[src/rtl/complex_axpbypcz_unit_assert.svh]
// Assertion macros for the complex AXPBYPCZ unit.
// Used at the end of the top level; needs nothing but the clock and reset names passed in.
`ifndef COMPLEX_AXPBYPCZ_UNIT_ASSERT_SVH
`define COMPLEX_AXPBYPCZ_UNIT_ASSERT_SVH

// same-cycle implication
`define CXA_ASSERT_NOW(lbl, clk, rst_n, ante, cons, msg) \
    lbl: assert property (@(posedge clk) disable iff (!(rst_n)) (ante) |-> (cons)) \
        else $error(msg);

// next-cycle implication
`define CXA_ASSERT_NEXT(lbl, clk, rst_n, ante, cons, msg) \
    lbl: assert property (@(posedge clk) disable iff (!(rst_n)) (ante) |=> (cons)) \
        else $error(msg);

`endif

[src/rtl/cxaxpbypcz_pkg.sv]
// Shared types and constants of the complex AXPBYPCZ unit.
// No dependencies.
package cxaxpbypcz_pkg;

    localparam int NumRegs   = 6;
    localparam int NumTerms  = 6;
    localparam int AddrWidth = 5;
    localparam int BusWidth  = 32;

    typedef enum logic [2:0] {
        REG_ALPHA_RE = 3'd0,
        REG_ALPHA_IM = 3'd1,
        REG_BETA_RE  = 3'd2,
        REG_BETA_IM  = 3'd3,
        REG_GAMMA_RE = 3'd4,
        REG_GAMMA_IM = 3'd5
    } t_reg_idx;

    typedef struct packed {
        logic en_mul;
        logic en_pair;
        logic en_sum;
        logic en_out;
    } t_pipe_ctl;

endpackage

[src/rtl/cxaxpbypcz_regs.sv]
// Coefficient register file behind the APB-style configuration port.
// Depends on cxaxpbypcz_pkg.
module cxaxpbypcz_regs
    import cxaxpbypcz_pkg::*;
#(
    parameter int COEF_WIDTH = 16
) (
    input  logic                         i_clk,
    input  logic                         i_rst_n,
    input  logic                         psel,
    input  logic                         penable,
    input  logic                         pwrite,
    input  logic [AddrWidth-1:0]         paddr,
    input  logic [BusWidth-1:0]          pwdata,
    output logic [BusWidth-1:0]          prdata,
    output logic                         pready,
    output logic signed [COEF_WIDTH-1:0] o_coef [NumRegs]
);

    localparam logic [COEF_WIDTH-1:0] AlphaReset = COEF_WIDTH'(1) << (COEF_WIDTH - 3);

    logic [COEF_WIDTH-1:0] r_coef [NumRegs];
    logic                  wr_en;
    t_reg_idx              idx;

    assign pready = 1'b1;
    assign wr_en  = psel && penable && pwrite;
    assign idx    = t_reg_idx'(paddr[AddrWidth-1:2]);

    always_ff @(posedge i_clk) begin
        if (!i_rst_n) begin
            r_coef[REG_ALPHA_RE] <= AlphaReset;
            r_coef[REG_ALPHA_IM] <= '0;
            r_coef[REG_BETA_RE]  <= '0;
            r_coef[REG_BETA_IM]  <= '0;
            r_coef[REG_GAMMA_RE] <= '0;
            r_coef[REG_GAMMA_IM] <= '0;
        end else if (wr_en) begin
            unique case (idx)
                REG_ALPHA_RE: r_coef[REG_ALPHA_RE] <= pwdata[COEF_WIDTH-1:0];
                REG_ALPHA_IM: r_coef[REG_ALPHA_IM] <= pwdata[COEF_WIDTH-1:0];
                REG_BETA_RE:  r_coef[REG_BETA_RE]  <= pwdata[COEF_WIDTH-1:0];
                REG_BETA_IM:  r_coef[REG_BETA_IM]  <= pwdata[COEF_WIDTH-1:0];
                REG_GAMMA_RE: r_coef[REG_GAMMA_RE] <= pwdata[COEF_WIDTH-1:0];
                REG_GAMMA_IM: r_coef[REG_GAMMA_IM] <= pwdata[COEF_WIDTH-1:0];
                default: ;
            endcase
        end
    end

    always_comb begin
        prdata = '0;
        unique case (idx)
            REG_ALPHA_RE: prdata = BusWidth'(r_coef[REG_ALPHA_RE]);
            REG_ALPHA_IM: prdata = BusWidth'(r_coef[REG_ALPHA_IM]);
            REG_BETA_RE:  prdata = BusWidth'(r_coef[REG_BETA_RE]);
            REG_BETA_IM:  prdata = BusWidth'(r_coef[REG_BETA_IM]);
            REG_GAMMA_RE: prdata = BusWidth'(r_coef[REG_GAMMA_RE]);
            REG_GAMMA_IM: prdata = BusWidth'(r_coef[REG_GAMMA_IM]);
            default:      prdata = '0;
        endcase
    end

    for (genvar k = 0; k < NumRegs; k++) begin : g_out
        assign o_coef[k] = $signed(r_coef[k]);
    end

endmodule

[config.mk]
export PLATFORM = sky130hd
export DESIGN_NAME = cxaxpbypcz_regs
export DESIGN_NICKNAME = d
export VERILOG_FILES = /design/src/rtl/complex_axpbypcz_unit_assert.svh /design/src/rtl/cxaxpbypcz_pkg.sv /design/src/rtl/cxaxpbypcz_regs.sv
export SDC_FILE = /design/constraint.sdc
export NUM_CORES = 1
export LEC_CHECK = 0
export CAP_MARGIN = 25
export CORE_MARGIN = 5
export CORE_UTILIZATION = 55
export CTS_BUF_LIST = sky130_fd_sc_hd__clkbuf_16
export DETAILED_ROUTE_END_ITERATION = 10
export DONT_BUFFER_PORTS = 1
export PLACE_DENSITY_LB_ADDON = 0.08
export SYNTH_ARGS = -nofsm -noshare
export SYNTH_HDL_FRONTEND = slang
export SYNTH_SLANG_ARGS = --single-unit
[constraint.sdc]
create_clock -name i_clk -period 2.9 [get_ports i_clk]
set_input_delay 0.145 -clock i_clk [delete_from_list [all_inputs] [get_ports i_clk]]
set_output_delay 0.145 -clock i_clk [all_outputs]
set_load 0.05 [all_outputs]
Word level (Yosys, flattened, before mapping)
Memory sizes are Yosys's and may differ from the RTL's.
Index checks and enable logic that the tools add are counted.
- bits in registers: 0
- bits in writable memories: 96
- input port bits: 42
- output and inout bits: 129
- logic and storage cells: 47
- memories: 1
- memories (name ; words ; width ; read ports ; clocked after memory_dff ; wr ports ; line ; source):
    r_coef ; 6 ; 16 ; 6 ; 0 ; 6 ; cxaxpbypcz_regs.sv:22 ; logic [COEF_WIDTH-1:0] r_coef [NumRegs];
- equality and inequality tests: 5
- muxes and demuxes: 32
- bitwise operators: 6
- reductions and logical operators: 3
- operator list (cell ; count):
    16-bit 2-to-1 mux ; 6
    16-bit one-hot mux with 6 select lines ; 1
    1-bit 2-to-1 mux ; 25
    3-bit by 2-bit == test with 1-bit output (second input constant) ; 2
    3-bit == test (second input constant) ; 2
    1-bit OR ; 6
    3-bit by 1-bit == test with 1-bit output (second input constant) ; 1
    3-bit zero test ; 1
    1-bit logical AND ; 2

Depth between registers and ports, before layout
- word-level depth: 6
- mapped depth: 5
- depth with buffers taken out: 3

Worst setup path before layout
OpenSTA, ideal clock, no wires.
- path kind: input-to-reg
- start: in paddr[2]
- end: mem r_coef[0][0], enable pin
- library setup time: 0.435 ns
- data arrival time: 2.478 ns
- data required time: 2.465 ns
- path slack: -0.014 ns
- stages on the path: 4
- buffers on the path: 3
- path through: buf_4 buf_4 buf_4 o41ai_1
- RTL lines (what ; line ; source):
    from (decl) ; cxaxpbypcz_regs.sv:13 ; input logic [AddrWidth-1:0] paddr,
    to (decl) ; cxaxpbypcz_regs.sv:22 ;

==> impl_metrics.json <==
{
  "via_per_inst": 6.021,
  "drv_cap": 0,
  "clk_pin_slew_ns": 0.07,
  "post_drt_wl_per_cell_um": 25.35,
  "status": "finished, final reports clean",
  "clk_path_buf_depth": 2,
  "hpwl_mm": 8.075,
  "diodes": 0,
  "drt-total-wl_mm": 12.22,
  "netlist.area_leader.share": 0.6144,
  "clock-root-buffer": "clkbuf_16",
  "grt_util_all_layers": 0.2371,
  "start_util": 0.5682,
  "fin_util": 0.6511,
  "synth-seq-cells": 96,
  "io_pins": 171,
  "synth_cell_types": 30,
  "antenna_left": 0,
  "slew_headroom": 0.3501,
  "final.min_clock_period_ns": 2.057,
  "vdd_drop_max_v": 0.0003975,
  "fp.dieW_um": 102.4,
  "die-area_um2": 10480,
  "drive_gt1_frac": 0.2175,
  "worstHoldPathType": "primary input to flop",
  "critPathBufInv": 0,
  "p_leak_nw": 1.996,
  "rows": 33,
  "synth_top_area_cell": "edfxtp_1",
  "drc": 0,
  "drtPass1Iterations": 4,
  "antenna_found_initial": 0,
  "cts_htree_levels": 3,
  "grt_pass1_vias": 2885,
  "cts_sinks": 96,
  "synth_area_leaders": "edfxtp_1, and2_1, mux2i_1, and2_2, buf_4",
  "yosysWarnings": 0,
  "grt_overflow": 0,
  "grt_max_degree": 57,
  "fin_hold_ws_ns": 0.004425,
  "numCtsBuffers": 9,
  "regMostFlops": "r_coef",
  "max_freq_mhz": 486.2,
  "largest_reg_flops": 96,
  "avgSynthCellArea_um2": 13.64,
  "final_nets": 414,
  "path_cells": "mux2i_1, o32ai_1, a221o_1",
  "via_count": 2902,
  "power_per_cell_area_nw_per_um2": 649.5,
  "cp_top_family": "compound AO/OA/AOI/OAI gates",
  "cp_max_fo": 2,
  "max_stage_delay_ns": 0.67,
  "coreArea_um2": 8258,
  "hold_violations": 0,
  "syn-instance-count": 344,
  "postCtsSetupRepairBufs": 0,
  "dr.first_iter.drc_count": 152,
  "ys_seq_area_frac": 0.6144,
  "worstSetupPathType": "flop to output port",
  "worst_slew_pin_slew_ns": 0.9675,
  "cp-end-kind": "output port",
  "slowest_stage": "edfxtp_1",
  "drv_slew": 0,
  "cts_tree": "done",
  "worstPathRequired_ns": 2.76,
  "gp_congestion": 0.7817,
  "critPathArrivalTime_ns": 1.91,
  "setup_violations": 0,
  "critPathLaunchType": "flop",
  "synth-edff-count": 96,
  "yosys_most_used_dff": "edfxtp_1",
  "synthArstFlopShare": 0,
  "rsz0062_at_grt": "no",
  "syn_to_final_growth_pct": 14.59,
  "synth_area_um2": 4692,
  "synth_most_common_cell": "edfxtp_1",
  "grt_pass1_wl_mm": 17.53,
  "port_buffers": 0,
  "die_h_um": 102.4,
  "tns_ns": 0,
  "top_regs": "r_coef x96",
  "netlist_top_cells_count": "edfxtp_1, and2_1, and2_2, mux2i_1, buf_4",
  "fin_crit_sh": 0.7093
}
[final timing paths]
path	from	to	slack, ns	depth (start not counted)
max	r_coef[2][12]	prdata[12]	0.84	3
min	pwdata[3]	r_coef[4][3]	0.004	1
[metal layers]
metal	vias to the layer above	global-route usage	wire, um
met3	13	0.1038	1524
li1	1290	-	-
met4	0	0.06458	160
met2	150	0.3768	5874
met1	1449	0.2985	4661
met5	-	0	0
[timing repair]
item / 4_1_cts / 5_1_grt
gates resized for setup: 0 / 0
hold buffers: 15 / 9
hold endpoints to repair: 32 / 13
[kinds of logic (layout without fill, tap and decap cells)]
group	count (synthesis)	in the layout	synth area share
AND/OR/NAND/NOR	133	133	0.1925
multiplexers	36	36	0.07787
flip-flops	96	96	0.6144
buffers and inverters	40	58	0.05173
AO/OA/AOI/OAI	37	37	0.06187
other	2	17	0.001601
[layout by cell type, fill, tap and decap left out, types with 7 or more instances in the layout]
cell type	netlist	layout
a221o_1	9	9
and2_1	60	60
and2_2	35	35
dlygate4sd3_1	0	24
edfxtp_1	96	96
buf_4	21	15
mux2i_1	32	32
conb_1	2	17
nor2_1	15	15
o21ai_0	8	7
nand3_1	12	12
clkbuf_16	0	9
[power by group]
group          internal [W]  switching (W)  leakage (nW)  total [W]
clock network      0.000679       0.000521         0.146    0.00120
registers           0.00161       0.000335         0.916    0.00194
logic              0.000102       0.000245         0.934   0.000347
[metrics by stage]
| step | total power [W] | area [um2] | instances | worst slack [ns] |
|---|---|---|---|---|
| floorplan | 0.002249 | 4756 | 359 | 0.09496 |
| global placement | 0.002290 | 4832 | 442 | 0.9953 |
| detailed placement | 0.002295 | 4832 | 442 | 0.9736 |
| CTS | 0.003496 | 5286 | 473 | 0.8240 |
| global route | 0.003598 | 5376 | 482 | 0.7395 |
| finish | 0.003492 | 5376 | 482 | 0.8430 |
[final cells by class]
type / instances / area [um2]
Clock buffer: 9 / 225.2
Clock inverter: 7 / 78.83
Fill cell: 639 / 2882
Inverter: 3 / 11.26
Multi-Input combinational cell: 223 / 1694
Sequential cell: 96 / 2883
Tap cell: 105 / 131.4
Timing Repair Buffer: 39 / 352.8
(Power assumes the default switching activity.)
