==> config.mk <==
export PLATFORM = sky130hd
export DESIGN_NAME = cxaxpbypcz_red
export DESIGN_NICKNAME = d
export VERILOG_FILES = /design/src/rtl/complex_axpbypcz_unit_assert.svh /design/src/rtl/cxaxpbypcz_pkg.sv /design/src/rtl/cxaxpbypcz_red.sv
export SDC_FILE = /design/constraint.sdc
export NUM_CORES = 1
export LEC_CHECK = 0
export ABC_AREA = 0
export ABC_CLOCK_PERIOD_IN_PS = 6900
export BUFFER_PORTS_ARGS = -buffer_cell sky130_fd_sc_hd__buf_2
export CAP_MARGIN = 20
export CORE_MARGIN = 10
export CORE_UTILIZATION = 59
export CTS_CLUSTER_DIAMETER = 150
export DETAILED_ROUTE_END_ITERATION = 8
export PLACE_DENSITY = 0.89
export REMOVE_ABC_BUFFERS = 1
export SETUP_SLACK_MARGIN = 0.4
export SLEW_MARGIN = 15
export SYNTH_ARGS = -nofsm -noshare
export SYNTH_HDL_FRONTEND = slang
export SYNTH_SLANG_ARGS = --single-unit
==> constraint.sdc <==
create_clock -name i_clk -period 6.9 [get_ports i_clk]
set_clock_uncertainty 0.05 [all_clocks]
set_input_delay 1.38 -clock i_clk [delete_from_list [all_inputs] [get_ports i_clk]]
set_output_delay 1.38 -clock i_clk [all_outputs]
set_load 0.005 [all_outputs]
==> src/rtl/complex_axpbypcz_unit_assert.svh <==
// Assertion macros for the complex AXPBYPCZ unit.
// Used at the end of the top level; needs nothing but the clock and reset names passed in.
`ifndef COMPLEX_AXPBYPCZ_UNIT_ASSERT_SVH
`define COMPLEX_AXPBYPCZ_UNIT_ASSERT_SVH

// same-cycle implication
`define CXA_ASSERT_NOW(lbl, clk, rst_n, ante, cons, msg) \
    lbl: assert property (@(posedge clk) disable iff (!(rst_n)) (ante) |-> (cons)) \
        else $error(msg);

// next-cycle implication
`define CXA_ASSERT_NEXT(lbl, clk, rst_n, ante, cons, msg) \
    lbl: assert property (@(posedge clk) disable iff (!(rst_n)) (ante) |=> (cons)) \
        else $error(msg);

`endif

==> src/rtl/cxaxpbypcz_pkg.sv <==
// Shared types and constants of the complex AXPBYPCZ unit.
// No dependencies.
package cxaxpbypcz_pkg;

    localparam int NumRegs   = 6;
    localparam int NumTerms  = 6;
    localparam int AddrWidth = 5;
    localparam int BusWidth  = 32;

    typedef enum logic [2:0] {
        REG_ALPHA_RE = 3'd0,
        REG_ALPHA_IM = 3'd1,
        REG_BETA_RE  = 3'd2,
        REG_BETA_IM  = 3'd3,
        REG_GAMMA_RE = 3'd4,
        REG_GAMMA_IM = 3'd5
    } t_reg_idx;

    typedef struct packed {
        logic en_mul;
        logic en_pair;
        logic en_sum;
        logic en_out;
    } t_pipe_ctl;

endpackage

==> src/rtl/cxaxpbypcz_red.sv <==
// Reduction of six products: pair sums, rounded total, saturation to the data range.
// Depends on cxaxpbypcz_pkg.
module cxaxpbypcz_red
    import cxaxpbypcz_pkg::*;
#(
    parameter int DATA_WIDTH = 16,
    parameter int COEF_WIDTH = 16
) (
    input  logic                                    i_clk,
    input  t_pipe_ctl                               i_ctl,
    input  logic                                    i_sub_odd,
    input  logic signed [DATA_WIDTH+COEF_WIDTH-1:0] i_prod [NumTerms],
    output logic signed [DATA_WIDTH-1:0]            o_value,
    output logic                                    o_clip
);

    localparam int ProdWidth = DATA_WIDTH + COEF_WIDTH;
    localparam int PairWidth = ProdWidth + 1;
    localparam int SumWidth  = ProdWidth + 3;
    localparam int FracShift = COEF_WIDTH - 3;
    localparam int QWidth    = SumWidth - FracShift;
    localparam int NumPairs  = NumTerms / 2;

    localparam logic signed [SumWidth-1:0]   Half   = SumWidth'(1) << (FracShift - 1);
    localparam logic signed [DATA_WIDTH-1:0] MaxVal = {1'b0, {(DATA_WIDTH-1){1'b1}}};
    localparam logic signed [DATA_WIDTH-1:0] MinVal = {1'b1, {(DATA_WIDTH-1){1'b0}}};

    logic signed [PairWidth-1:0]  r_pair [NumPairs];
    logic signed [QWidth-1:0]     r_q;
    logic signed [DATA_WIDTH-1:0] r_value;
    logic                         r_clip;
    logic signed [SumWidth-1:0]   total;
    logic                         overflow;

    for (genvar j = 0; j < NumPairs; j++) begin : g_pair
        logic signed [PairWidth-1:0] lhs;
        logic signed [PairWidth-1:0] rhs;
        assign lhs = {i_prod[2*j][ProdWidth-1], i_prod[2*j]};
        assign rhs = {i_prod[2*j+1][ProdWidth-1], i_prod[2*j+1]};
        always_ff @(posedge i_clk) begin
            if (i_ctl.en_pair) begin
                r_pair[j] <= i_sub_odd ? (lhs - rhs) : (lhs + rhs);
            end
        end
    end

    // floor((sum + half) / 2^frac): round to nearest, ties towards plus infinity
    assign total = SumWidth'(r_pair[0]) + SumWidth'(r_pair[1]) + SumWidth'(r_pair[2]) + Half;

    always_ff @(posedge i_clk) begin
        if (i_ctl.en_sum) begin
            r_q <= total[SumWidth-1:FracShift];
        end
    end

    assign overflow = !((&r_q[QWidth-1:DATA_WIDTH-1]) || !(|r_q[QWidth-1:DATA_WIDTH-1]));

    always_ff @(posedge i_clk) begin
        if (i_ctl.en_out) begin
            r_clip  <= overflow;
            r_value <= overflow ? (r_q[QWidth-1] ? MinVal : MaxVal) : r_q[DATA_WIDTH-1:0];
        end
    end

    assign o_value = r_value;
    assign o_clip  = r_clip;

endmodule

=== Word-level counts from Yosys, hierarchy flattened ===
Memory sizes are Yosys's and may differ from the RTL's.
Cells that the tools add are included.

* Bits of input ports: 198
* Output and inout bits: 17
* Register bits: 39
* Memories: 1
* RAM bits: 99

{| class="wikitable"
|+ Memory list
! memory !! words !! width !! rd ports !! clocked after memory_dff !! write ports !! line !! text
|-
| r_pair || 3 || 33 || 3 || 0 || 3 || cxaxpbypcz_red.sv:28 || <nowiki>logic signed [PairWidth-1:0] r_pair [NumPairs];</nowiki>
|}

* Reductions and logical operators: 5
* Add/sub/neg operators: 9
* Multiplexer cells: 7

{| class="wikitable"
|+ Operators by type and width
! cell !! count
|-
| adder 32 x 32 -> 33 bit || 3
|-
| two-way mux 33 bit || 3
|-
| subtractor 32 x 32 -> 33 bit || 3
|-
| adder 34 x 33 -> 35 bit || 1
|-
| adder 35 x 14 -> 35 bit (second input constant) || 1
|-
| adder 33 x 33 -> 34 bit || 1
|-
| two-way mux 16 bit || 2
|-
| AND reduction 7 bit || 1
|-
| OR reduction 7 bit || 1
|-
| logical NOT 1 bit || 2
|-
| two-way mux 1 bit || 2
|-
| logical OR 1 bit || 1
|}

=== Logic depth before layout (Yosys ltp) ===
Gate-level depths: netlist of run 1.

* Depth in word-level cells: 4
* Depth in mapped cells: 18
* Mapped depth without buffers: 17

=== Least setup slack after synthesis of run 1 ===
OpenSTA, ideal clock, no wires.

* Path kind: input to register
* Start: input i_prod[132] in the netlist's numbering
* End: memory r_pair[0][32] in the netlist's numbering (data pin)
* Buffers on the path: 0
* Required time: 6.647 ns
* Setup time: 0.203 ns
* Cell stages on the path: 16
* Arrival time: 5.029 ns
* Path slack: 1.618 ns
* Path through: or4_1 > nor3_1 > nor4b_2 > nand2_1 > nor2_1 > a21o_1 > xor2_1 > ha_1 > a21o_1 > a21o_1 > nor4b_1 > nor2_1 > a311oi_1 > o21ai_0 > and4_4 > a2111oi_1

{| class="wikitable"
|+ RTL lines
! element !! line !! text
|-
| start, declared || cxaxpbypcz_red.sv:12 || <nowiki>input logic signed [DATA_WIDTH+COEF_WIDTH-1:0] i_prod [NumTerms],</nowiki>
|-
| end, declared || cxaxpbypcz_red.sv:28 ||
|}

==> impl_results.md, run 1 <==
* CP arrival at 6.01 ns
* CTS H-tree depth at 4
* Tcrit/Tclk final at 85.49%
* Synth-to-layout area growth at 15.16%
* Full die area at between 30,000 and 40,000 um2
* Die outline width at between 150 and 200 um
* EDFF count, synth at 138
* Clk slew on worst S/H paths at 0.06 ns
* # nets final at 2,126
* Grt ovf at 0
* ANT nets after route at 0
* Cts repair resizes at 0
* Largest fanout on the critical path at 6
* Cell accounting for the most synthesized area: edfxtp_1
* Design Area, Final at 16,000 um2
* Final Hold Slack at 0.4682 ns
* Hold crit path type: reg -> reg
* Aggregate routed wire length at 35.78 mm
* Worst Path Required at 7.01 ns
* Number of core rows at 56
* RSZ-0062 raised after global routing: no
* GR peak layer: met2
* Hold-fix buffers, CTS at 0
* Initial core utilization at around three fifths
* Clock latency on the worst-skew pair at 0.43 ns
* Met1 GRT Util at 29.48%
* Final worst path period need at 5.899 ns
* I/O Buffers at between 200 and 250
* Synth top area share at 29.83%
* Most frequent cell after synthesis: ha_1
* Antenna violations before repair at 5
* Post-synth ARST share at 0%
* DP HPWL at 29.07 mm
* Drt via density at 5.894
* Synthesis Warnings at 0
* Final setup vio count at 0
* Hold Violations, Final at 0
* Relative slew slack at 31.10%
* Ports at roughly 220
* Wire per inst at roughly 17 um
* Pin count of the biggest net entering global routing at between 70 and 80
* Layout cells sized above 1 at 15.38%
* Pre-CTS setup slack at 0.7303 ns
* Leak Pwr at 0.007289 uW
* Setup CP Type: in -> reg
* First-pass GRT wire length at 58.55 mm
* Peak VDD IR at approximately 0.24 mV
* Critical path capture point type: flop
* Yosys reg bits at 138
* DRC at 0
* Post-synthesis instance area at 13,890 um2
* Gr usage total at 23.43%
* Final worst setup slack at approximately 1 ns
* PwrDens at 350.1 nW/um2
* Bufs on Longest Clock Path at 2
* Die Span Y at 173.4 um
* Post-synth cell types at 74
* Met3 Use GR at ~4.4%
* Max cap viols at 0
* Synth Area per Inst at slightly above 9 um2
* Top_reg_cell synth: edfxtp_1
* Max frequency at 0.1695 GHz
* CP startpoint kind: primary input
* Via count at between 10,000 and 15,000
* Sum of negative setup slack at 0 ns
* Cells after Synth at 1,510
* Root Driver: clkbuf_16
* Final Max Slew Viols at 0
* CTS Buf Count at 17
* FILL cells at between 1,500 and 2,000
* Synth area leaders: edfxtp_1 30%, ha_1 15%, xnor2_1 9.3%, a21oi_1 5.6%, fa_1 5.0%
* DR iter-0 viols at 852
* Commonest cells post-synth: 163 x ha_1, 155 x a21oi_1, 148 x xnor2_1
* Placed cell area at between 15,000 and 20,000 um2
* Post-CTS Setup Inserts at 0
* Core region area at 23,330 um2
* Final GP Congestion at 0.9295
* Least-Margin Pin Slew at 1.020 ns
* CTS tree: yes
* DRT Pass-1 Iters at 5
* Sequential fraction of the synthesis area at 29.83%
* Status: completed
* # clock sinks at around 140
* Number of global-route vias before repair at 12,160
* Met2 Use GR at roughly two fifths
[per-layer routing]
| layer | vias to the layer above | part of all wire, % |
|---|---|---|
| met1 | 5678 | 42 |
| li1 | 5949 | - |
| met2 | 477 | 48 |
| met5 | - | 0.036 |
| met3 | 72 | 7.4 |
| met4 | 2 | 2.2 |
[worst paths after layout]
check	startpoint	endpoint	slack, ns	cells past startpoint
worst min-delay path	r_q[2]	o_value[2]	0.47	1
worst min register to register	r_q[2]	o_value[2]	0.47	1
worst max register to register	r_pair[0][4]	r_q[21]	2.89	13
worst max-delay path	i_prod[64]	r_pair[0][64]	1.00	17
[report_power, final]
part | internal [uW] | total [uW] | leakage [uW] | switching (uW)
registers | 1350 | 1450 | 0.00135 | 103
clock network | 647 | 1010 | 0.000310 | 367
logic | 1330 | 3140 | 0.00563 | 1800
total | 3330 | 5600 | 0.00729 | 2270
[critical path, stage by stage]
cell and delay (ns):
buf_2 0.13, or4_1 0.53, nor2_1 0.19, nand2_1 0.07, nor2_1 0.36, nand3_1 0.32
nor4_1 0.34, buf_4 0.19, a21oi_1 0.08, xnor2_1 0.18, ha_1 0.37, nand2_1 0.12
nor2_1 0.17, nand3_1 0.13, a211oi_1 0.55, o31ai_1 0.30, o311ai_0 0.59
[registers in the layout, summed over array words and instances (netlist names)]
name and flops:
o_value 16, r_q 22, r_pair 99, o_clip 1
[placed cells by master (no fill, tap or decap), drive strengths merged, types with 23 or more instances in the layout]
| cell | netlist | routed |
|---|---|---|
| ha | 163 | 163 |
| xnor2 | 148 | 148 |
| nor3 | 42 | 42 |
| nand3 | 27 | 27 |
| nor2 | 145 | 145 |
| buf | 0 | 219 |
| inv | 143 | 147 |
| a21oi | 155 | 155 |
| nor4 | 23 | 23 |
| xor2 | 44 | 44 |
| fa | 35 | 35 |
| o21ai | 60 | 60 |
| nand2 | 58 | 58 |
| a21o | 72 | 72 |
| edfxtp | 138 | 138 |
[per-stage QoR]
step                utilization [%]  instances  power, uW
finish                        68.57       2066       5601
detailed placement            65.73       2030       4492
floorplan                         -       1492       3692
global placement              65.73       2030       4379
CTS                           68.51       2062       5559
global route                  68.53       2063       6045
[final cells by class]
type / instances / area (um2) / share of cell area (%)
well taps: 319 / 399.1 / 2.495
inverters: 143 / 536.8 / 3.355
diodes: 4 / 10.01 / 0.06257
clock inverters: 12 / 210.2 / 1.314
flip-flops and latches: 138 / 4144 / 25.90
repair buffers: 219 / 1114 / 6.961
multi-input cells: 1211 / 9148 / 57.18
clock buffers: 20 / 436.7 / 2.730
[cell families (layout without fill, tap and decap cells)]
group	after synthesis	after routing	synth area share (%)
AO/OA/AOI/OAI	421	421	19.23
AND/OR/NAND/NOR	396	396	14.47
adder cells (fa/ha/maj)	198	198	19.72
XOR/XNOR	192	192	12.10
buffers and inverters	161	394	4.350
flip-flops	138	138	29.83
multiplexers	4	4	0.2882
other	0	4	0
Power figures use the tool's default switching activity.
==> run 2, diff against run 1 <==
- GPL_TIMING_DRIVEN: not set -> 0
==> impl_results.md, run 2 (synthesis gave the netlist of run 1 again) <==
* Number of global-route vias before repair at 12,070 (was 12,160)
* Reg power frac at 26.3% (was 25.9%)
* DP HPWL at 28.96 mm (was 29.07 mm)
* Switching Fraction at 42.06% (was 40.62%)
* Worst Path Required at 6.98 ns (was 7.01 ns)
* Cell mode on critical path: nor2_1 (unchanged)
* Sum of negative setup slack at 0 ns (unchanged)
* DRT Pass-1 Iters at 5 (unchanged)
* Ports at 215 (unchanged)
* Highest-count cells in the layout ignoring fill and taps: 211 x buf_2, 163 x ha_1, 155 x a21oi_1 (was 212 x buf_2, 163 x ha_1, 155 x a21oi_1)
* CP arrival at 6.11 ns (was 6.01 ns)
* Wire per inst at 17.29 um (was 17.32 um)
* # nets final at 2,123 (was 2,126)
* Met2 Use GR at 40.02% (was 39.83%)
* Largest Register: r_pair (unchanged)
* Clock latency on the worst-skew pair at 0.43 ns (about the same)
* Status: completed (unchanged)
* Worst Hold End: o_value[15] (was o_value[2])
* Comb pwr share at 57.7% (was 56.0%)
* # clock sinks at 138 (unchanged)
* Drt via density at 5.849 (was 5.894)
* Layout cells sized above 1 at 15.34% (was 15.38%)
* Pin count of the biggest net entering global routing at 67 (was 75)
* ANT nets after route at 0 (unchanged)
* Final setup vio count at 0 (unchanged)
* Reg2reg setup slack at 2.90 ns (was 2.89 ns)
* Aggregate routed wire length at 35.62 mm (was 35.78 mm)
* Final Max Slew Viols at 0 (unchanged)
* Grt ovf at 0 (unchanged)
* GR peak layer: met2 (unchanged)
* FF-to-FF path depth at 13 (unchanged)
* RSZ-0062 raised after global routing: no (unchanged)
* CTS Buf Count at 17 (unchanged)
* DR iter-0 viols at 855 (was 852)
* Slowest cell delay on critical path at 0.72 ns (was 0.59 ns)
* Hold Violations, Final at 0 (unchanged)
* Bufs on Longest Clock Path at 2 (unchanged)
* Number of core rows at 56 (unchanged)
* Setup CP Type: in -> reg (unchanged)
* Hold-critical path depth at 0 (was 1)
* Final GP Congestion at 0.9140 (was 0.9295)
* Clk pwr share at 16.1% (was 18.1%)
* Psw at 2315 uW (was 2275 uW)
* PwrDens at 345.4 nW/um2 (was 350.1 nW/um2)
* Largest fanout on the critical path at 6 (unchanged)
* CTS H-tree depth at 4 (unchanged)
* Core region area at 23,330 um2 (unchanged)
* Least-Margin Pin Slew at 0.9540 ns (was 1.020 ns)
* Placed cell area at 15,350 um2 (was 15,340 um2)
* Slowest CP cell: o311ai_0 (unchanged)
* Initial core utilization at 59.54% (unchanged)
* Gr usage total at 23.17% (was 23.43%)
* Max frequency at 0.1658 GHz (was 0.1695 GHz)
* First-pass GRT wire length at 57.92 mm (was 58.55 mm)
* Clk slew on worst S/H paths at 0.06 ns (about the same)
* Final worst path period need at 6.033 ns (was 5.899 ns)
* Max cap viols at 0 (unchanged)
* CP startpoint kind: primary input (unchanged)
* Post-CTS Setup Inserts at 0 (unchanged)
* Tcrit/Tclk final at 87.44% (was 85.49%)
* Peak VDD IR at 0.2554 mV (was 0.2416 mV)
* Hold path startpoint: r_q[21] (was r_q[2])
* Post-layout power at 5504 uW (was 5601 uW)
* Critical path capture point type: flop (unchanged)
* Met1 GRT Util at 28.61% (was 29.48%)
* Met3 Use GR at 4.182% (was 4.443%)
* R2R Path Start: r_pair[0][4] (unchanged)
* Root Driver: clkbuf_16 (unchanged)
* Leak Pwr at 0.007240 uW (was 0.007289 uW)
* Via count at 12,050 (was 12,180)
* FILL cells at 1,778 (was 1,730)
* I/O Buffers at 213 (unchanged)
* Antenna violations before repair at 2 (was 5)
* Synth-to-layout area growth at 14.71% (was 15.16%)
* Max FFs per register at 99 (unchanged)
* Full die area at 30,080 um2 (unchanged)
* Relative slew slack at 36.16% (was 31.10%)
* Most common cell after layout, fill and taps aside: buf_2 (unchanged)
* Design Area, Final at 15,940 um2 (was 16,000 um2)
* Int Power at 3189 uW (was 3326 uW)
* RR Endpoint: r_q[21] (unchanged)
* Die outline width at 173.4 um (unchanged)
* CTS tree: yes (unchanged)
* Hold crit path type: reg -> reg (unchanged)
* DRC at 0 (unchanged)
* Critical-path cell list: buf_2 -> or4_1 -> nor2_1 -> nand2_1 -> nor2_1 -> nand3_1 -> nor4_2 -> a21oi_1 -> xnor2_1 -> ha_1 -> nand2_1 -> nor2_1 -> nand3_1 -> a211oi_1 -> o31ai_1 -> o311ai_0 (was buf_2 -> or4_1 -> nor2_1 -> nand2_1 -> nor2_1 -> nand3_1 -> nor4_1 -> buf_4 -> a21oi_1 -> xnor2_1 -> ha_1 -> nand2_1 -> nor2_1 -> nand3_1 -> a211oi_1 -> o31ai_1 -> o311ai_0)
* Die Span Y at 173.4 um (unchanged)
-- run 2: what timing repair did --
item | CTS | global route
hold buffers | 0 | 0
endpoints found under the hold margin | 0 | 0
setup endpoints to repair | 0 | 2
resized for setup | 0 | 2
-- run 2: per-stage QoR --
stage | instances | setup WS, ns | hold WS [ns] | utilization [%]
3_3_place_gp | 2024 | 0.3300 | 0.4429 | 65.53
4_1_cts | 2058 | 0.7538 | 0.4575 | 68.21
5_1_grt | 2059 | 0.5210 | 0.4763 | 68.29
2_1_floorplan | 1492 | 1.618 | 0.4254 | -
6_report | 2060 | 0.8668 | 0.4651 | 68.30
3_5_place_dp | 2026 | 0.3477 | 0.4443 | 65.79
-- run 2: metal layers --
metal | up-vias | wire [um]
met1 | 5604 | 15220
met2 | 451 | 17120
met4 | 0 | 809
met5 | - | 0
met3 | 66 | 2475
li1 | 5927 | -
-- run 2: worst max-delay path, delay by kind of cell --
kind,cells,cell delay [ns]
XOR/XNOR,1,0.15
adder cells (fa/ha/maj),1,0.39
AND/OR/NAND/NOR,9,2.44
buffers and inverters,1,0.12
AO/OA/AOI/OAI,4,1.63
-- run 2: how the worst max path moves through the flow --
stage | start | end | cells past startpoint
2_1_floorplan | i_prod[132] | r_pair[0][32] | 16
3_3_place_gp | i_prod[132] | r_pair[0][32] | 17
3_5_place_dp | i_prod[64] | r_pair[0][64] | 16
4_1_cts | i_prod[64] | r_pair[0][64] | 16
5_1_grt | i_prod[64] | r_pair[0][64] | 16
6_report | i_prod[64] | r_pair[0][64] | 16
-- run 2: power groups by stage --
stage               clock network (uW)  logic (uW)  registers, uW
finish                             884        3170           1450
detailed placement                   0        3050           1460
floorplan                            0        2260           1430
global route                       932        3530           1470
global placement                     0        2940           1450
CTS                                894        3110           1450
-- run 2: layout make-up --
cell class                      count  area (um2)  share of cell area (%)
Clock inverter                     14       135.1                  0.8480
Timing Repair Buffer              216        1134                   7.114
Inverter                          143       536.8                   3.368
Clock buffer                       18       429.2                   2.693
Sequential cell                   138        4144                   26.00
Tap cell                          319       399.1                   2.505
Antenna cell                        1       2.502                 0.01570
Multi-Input combinational cell   1211        9155                   57.45
